**src/hw/rtl/fptw_pkg.sv**
```systemverilog
package fptw_pkg;

  // geometry that never varies
  localparam int unsigned ENTRIES_PER_TABLE = 512;
  localparam int unsigned IDX_W             = 9;
  localparam int unsigned FRAME_NUM_W       = 40;
  localparam int unsigned STEP_W            = 4;

  // entry bit positions
  localparam int unsigned BIT_PRESENT  = 0;
  localparam int unsigned BIT_WRITABLE = 1;
  localparam int unsigned BIT_USER     = 2;

  localparam logic [63:0] ADDR_MASK = 64'h000F_FFFF_FFFF_F000;

  typedef logic [STEP_W-1:0] step_t;

  // micro-operations
  typedef enum logic [2:0] {
    OP_EMIT,
    OP_READ,
    OP_MAP_EVAL,
    OP_LOOK_EVAL,
    OP_WRITE_LEAF,
    OP_CAPTURE
  } uop_t;

  // entry points of the two programs and the shared result step
  localparam step_t STEP_MAP  = 4'd0;
  localparam step_t STEP_LOOK = 4'd7;
  localparam step_t STEP_EMIT = 4'd15;

  typedef struct packed {
    uop_t        op;
    logic [1:0]  lvl;
    step_t       next;
    step_t       alt;
  } ctrl_word_t;

  // control from the sequencer to the datapath
  typedef struct packed {
    logic        active;
    uop_t        op;
    logic [1:0]  lvl;
    logic        emit;
  } seq_ctrl_t;

  // status from the datapath to the sequencer
  typedef struct packed {
    logic        fail;
    logic        clearing;
  } dp_stat_t;

  // control store: one word per step, alt is taken when the step fails
  function automatic ctrl_word_t ctrl_rom(input step_t s);
    ctrl_word_t w;
    w = '{op: OP_EMIT, lvl: 2'd0, next: STEP_EMIT, alt: STEP_EMIT};
    case (s)
      4'd0:  w = '{op: OP_READ,       lvl: 2'd0, next: 4'd1,      alt: STEP_EMIT};
      4'd1:  w = '{op: OP_MAP_EVAL,   lvl: 2'd0, next: 4'd2,      alt: STEP_EMIT};
      4'd2:  w = '{op: OP_READ,       lvl: 2'd1, next: 4'd3,      alt: STEP_EMIT};
      4'd3:  w = '{op: OP_MAP_EVAL,   lvl: 2'd1, next: 4'd4,      alt: STEP_EMIT};
      4'd4:  w = '{op: OP_READ,       lvl: 2'd2, next: 4'd5,      alt: STEP_EMIT};
      4'd5:  w = '{op: OP_MAP_EVAL,   lvl: 2'd2, next: 4'd6,      alt: STEP_EMIT};
      4'd6:  w = '{op: OP_WRITE_LEAF, lvl: 2'd3, next: STEP_EMIT, alt: STEP_EMIT};
      4'd7:  w = '{op: OP_READ,       lvl: 2'd0, next: 4'd8,      alt: STEP_EMIT};
      4'd8:  w = '{op: OP_LOOK_EVAL,  lvl: 2'd0, next: 4'd9,      alt: STEP_EMIT};
      4'd9:  w = '{op: OP_READ,       lvl: 2'd1, next: 4'd10,     alt: STEP_EMIT};
      4'd10: w = '{op: OP_LOOK_EVAL,  lvl: 2'd1, next: 4'd11,     alt: STEP_EMIT};
      4'd11: w = '{op: OP_READ,       lvl: 2'd2, next: 4'd12,     alt: STEP_EMIT};
      4'd12: w = '{op: OP_LOOK_EVAL,  lvl: 2'd2, next: 4'd13,     alt: STEP_EMIT};
      4'd13: w = '{op: OP_READ,       lvl: 2'd3, next: 4'd14,     alt: STEP_EMIT};
      4'd14: w = '{op: OP_CAPTURE,    lvl: 2'd3, next: STEP_EMIT, alt: STEP_EMIT};
      default: w = '{op: OP_EMIT,     lvl: 2'd0, next: STEP_EMIT, alt: STEP_EMIT};
    endcase
    return w;
  endfunction

  // table index for a level, PML4 first
  function automatic logic [IDX_W-1:0] vidx(input logic [47:0] va, input logic [1:0] lvl);
    logic [IDX_W-1:0] r;
    r = va[20:12];
    case (lvl)
      2'd0:    r = va[47:39];
      2'd1:    r = va[38:30];
      2'd2:    r = va[29:21];
      default: r = va[20:12];
    endcase
    return r;
  endfunction

endpackage

```
**src/hw/rtl/fptw_seq.sv**
```systemverilog
module fptw_seq (
  input  logic                clk,
  input  logic                rst,
  input  logic                start,
  input  logic                start_cmd,
  input  logic                out_free,
  input  fptw_pkg::dp_stat_t  stat,
  output logic                busy,
  output fptw_pkg::seq_ctrl_t ctrl
);

  fptw_pkg::step_t      step;
  fptw_pkg::ctrl_word_t word;

  // control word of the current step
  always_comb begin
    word        = fptw_pkg::ctrl_rom(step);
    ctrl.active = busy;
    ctrl.op     = word.op;
    ctrl.lvl    = word.lvl;
    ctrl.emit   = busy && (word.op == fptw_pkg::OP_EMIT) && out_free;
  end

  // step counter with conditional jump on failure
  always_ff @(posedge clk) begin
    if (rst) begin
      busy <= 1'b0;
      step <= fptw_pkg::STEP_MAP;
    end else if (!busy) begin
      if (start) begin
        busy <= 1'b1;
        step <= start_cmd ? fptw_pkg::STEP_LOOK : fptw_pkg::STEP_MAP;
      end
    end else if (word.op == fptw_pkg::OP_EMIT) begin
      if (out_free) begin
        busy <= 1'b0;
      end
    end else begin
      step <= stat.fail ? word.alt : word.next;
    end
  end

endmodule

```
**config.mk**
```make
export PLATFORM = sky130hd
export DESIGN_NAME = fptw_seq
export DESIGN_NICKNAME = d
export VERILOG_FILES = /design/src/hw/rtl/fptw_pkg.sv /design/src/hw/rtl/fptw_seq.sv
export SDC_FILE = /design/constraint.sdc
export NUM_CORES = 1
export LEC_CHECK = 0
export ABC_AREA = 0
export BUFFER_PORTS_ARGS = -buffer_cell sky130_fd_sc_hd__buf_2
export CAP_MARGIN = 10
export CELL_PAD_IN_SITES_DETAIL_PLACEMENT = 1
export CELL_PAD_IN_SITES_GLOBAL_PLACEMENT = 1
export CORE_UTILIZATION = 35
export DETAILED_ROUTE_END_ITERATION = 10
export PLACE_DENSITY_LB_ADDON = 0.08
export SYNTH_ARGS = -nofsm -noshare
export SYNTH_HDL_FRONTEND = slang
export SYNTH_SLANG_ARGS = --single-unit
```
**constraint.sdc**
```tcl
create_clock -name clk -period 2.1 [get_ports clk]
set_input_delay 0.21 -clock clk [delete_from_list [all_inputs] [get_ports clk]]
set_output_delay 0.21 -clock clk [all_outputs]
set_load 0.05 [all_outputs]
```
==> metrics.md <==
| Metric | Value |
|---|---|
| Gr usage total | 17.1% |
| Number of core rows | 16 |
| Worst-Margin Slew | 0.412 ns |
| Syn Nets | 96 |
| Area Growth Syn to Fin | 22.0% |
| Post-route cell area | 942 um2 |
| Unrepaired setup endpoints after global routing | no |
| Seq/Total Area, Yosys | 36.3% |
| CTS clk-pin slew, worst paths | 0.09 ns |
| Die height | 49.0 um |
| Remaining DRCs | 0 |
| Total negative setup slack | 0 ns |
| Logic gate share of total power | 33.5% |
| Io pins | 15 |
| Post-Route WL | 1700 um |
| Maximum vdd drop | 378 uV |
| Final hold vios | 0 |
| Outcome | finished clean |
| Mean Syn Cell Area | 9.41 um2 |
| Switching share of total power | 36.0% |
| # fillers | 248 |
| Max Cap Viol | 0 |
| First-pass GRT wire length | 3020 um |
| Area of the multi-input gates | 448 um2 |
| Post-CTS Setup Inserts | 0 |
| Register area | 284 um2 |
| Synthesized area | 772 um2 |
| Placeable Area | 0.00202 mm2 |
| Tmin final | 1.99 ns |
| Finished Layout Cells | 126 |
| Leak | 0.418 nW |
| Worst setup startpoint | word[12] |
| FMAX | 502 MHz |
| Largest net degree at the start of global routing | 9 |
| CP arrival | 2.17 ns |
| Number of global-route vias before repair | 654 |
| Clock Power Share | 25.0% |
| Clock tree buffer depth | 2 |
| Slew HR | 72.4% |
| Hpwl dp | 1370 um |
| Port Buffers | 13 |
| Inserted Diodes | 0 |
| First-pass DRT Iterations | 4 |
| H-tree level count | 1 |
| Starting density of the core | 38.2% |
| Placed Instances | 122 |
| Antenna-violating nets left | 0 |
| Fraction of layout cells with a size suffix above 1 | 41.4% |
| Cell variety after synth | 32 |
| Sequential share of power | 41.4% |
| Clk sinks | 14 |
| Max-slew violations | 0 |
| Reg2reg start | word[12] |
| Die area | 0.00240 mm2 |
| Setup Skew | 0.00361 ns |
| Total power | 0.000783 W |
| GRT overflow | 0 |
| Cells after synthesis | 82 |
| Fin crit share | 94.9% |
| Hold-fix buffers, CTS | 0 |
| CTS tree | yes |
| CP required | 2.28 ns |
| Initial antenna violation count | 0 |
| Synthesized flop and latch total | 14 |
| Gpl congestion | 0.759 |
| WS Path Type | reg -> reg |
| Min-delay src | rst |
| Worst min path class | in -> reg |
| First DRT Iteration DRCs | 8 |
| Placement Cell Area | 892 um2 |
| PD cells | 831 mW/mm2 |
| Fin util | 46.6% |
| WL/cell | 13.5 um |
| Most frequent cells in the layout | buf_2, dfxtp_1, ha_1, buf_4, o21ai_0 |
| CP max FO | 4 |
| Num CTS Buffers | 3 |
| Chip width | 49.0 um |
| Crit end category | flop |
| Psw | 0.000282 W |
| Endpoints failing setup | 0 |
| Critical path startpoint category | flop |
| Internal power | 0.000501 W |
| Clock root cell | clkbuf_4 |
| Routed via count | 628 |
| YS warnings | 0 |
| Worst skew pair latency | 0.28 ns |
| DR vias/cell | 4.98 |
| Fin nets | 114 |
critical path, stage by stage (launching register included):
cell       delay [ns]
dfxtp_1          0.33
or4b_4           0.59
o21ai_4          0.11
nand2_2          0.10
a21oi_4          0.19
ha_1             0.26
inv_2            0.09
a21oi_2          0.06
a2bb2oi_2        0.14
power groups by stage:
stage	logic (W)	registers, W	clock network, W
2_1_floorplan	0.000198	0.000333	0
3_3_place_gp	0.000255	0.000329	0
3_5_place_dp	0.000257	0.000331	0
4_1_cts	0.000258	0.000324	0.000202
5_1_grt	0.000288	0.000329	0.000217
6_report	0.000263	0.000324	0.000196
cell families after synthesis:
kind of cell / after synthesis / synth area share [%]
adders and majority gates: 7 / 11.3
AOI/OAI and AO/OA: 30 / 28.0
muxes: 2 / 2.59
and+or+nand+nor: 16 / 12.3
buffers and inverters: 13 / 9.40
DFF: 14 / 36.3
per-layer routing:
metal  up-vias  track usage [%]  routed length, um
li1        323                -                  -
met4         0             7.35                 37
met5         -                0                  0
met2        12             27.5                771
met1       288             22.3                822
met3         5             2.80                 65
area by class of cell:
cell class	count	area share, %
multi-input combinational	55	47.5
sequential	14	30.1
timing repair buffer	20	12.5
clock buffer	4	3.85
tap	27	3.59
inverter	6	2.39
sequential cells by signal, summed over array words and instances (netlist names):
register / count
word: 9
step: 4
busy: 1
metrics by stage:
| step | setup WS (ns) | hold slack, ns |
|---|---|---|
| detailed placement | 0.0618 | 0.487 |
| global placement | 0.0729 | 0.483 |
| floorplan | 0.0583 | 0.279 |
| finish | 0.107 | 0.190 |
| CTS | 0.0419 | 0.178 |
| global route | 0.00728 | 0.203 |
cells in the mapped netlist:
| cell | number | area share [%] |
|---|---|---|
| and2_2 | 1 | 0.97 |
| buf_2 | 1 | 0.65 |
| nand3_1 | 1 | 0.65 |
| nor2_1 | 4 | 1.9 |
| inv_1 | 5 | 2.4 |
| nand2_1 | 2 | 0.97 |
| or2b_2 | 1 | 1.1 |
| o211ai_1 | 2 | 1.9 |
| ha_1 | 7 | 11 |
| a2bb2oi_2 | 1 | 1.9 |
| mux2i_1 | 2 | 2.6 |
| nor4b_1 | 1 | 1.1 |
| a21oi_1 | 6 | 3.9 |
| dfxtp_1 | 14 | 36 |
| a211oi_1 | 1 | 0.97 |
| o21ai_1 | 1 | 0.65 |
| or4b_4 | 1 | 1.8 |
| a211o_1 | 1 | 1.1 |
| inv_2 | 1 | 0.49 |
| and2_1 | 1 | 0.81 |
| nor2b_1 | 2 | 1.6 |
| o21ai_0 | 8 | 5.2 |
| a31oi_1 | 1 | 0.81 |
| o2111a_4 | 1 | 2.6 |
| nor3_1 | 2 | 1.3 |
| buf_4 | 6 | 5.8 |
| o21a_1 | 2 | 1.9 |
| a22o_2 | 1 | 1.3 |
| a21oi_2 | 2 | 2.3 |
| a21o_2 | 1 | 1.1 |
| a32oi_1 | 1 | 1.1 |
| o221ai_1 | 1 | 1.1 |
repair_timing:
action                                  4_1_cts  5_1_grt
endpoints found under the setup margin        0        4
hold endpoints to repair                      0        0
resized for setup                             0        5
path summary, 6_finish.rpt:
check | cells past startpoint | endpoint | slack, ns
worst min register to register | 2 | step[0] | 0.54
worst max-delay path | 8 | word[10] | 0.11
worst max register to register | 8 | word[10] | 0.11
worst min-delay path | 2 | step[0] | 0.19
Power figures use the tool's default switching activity.
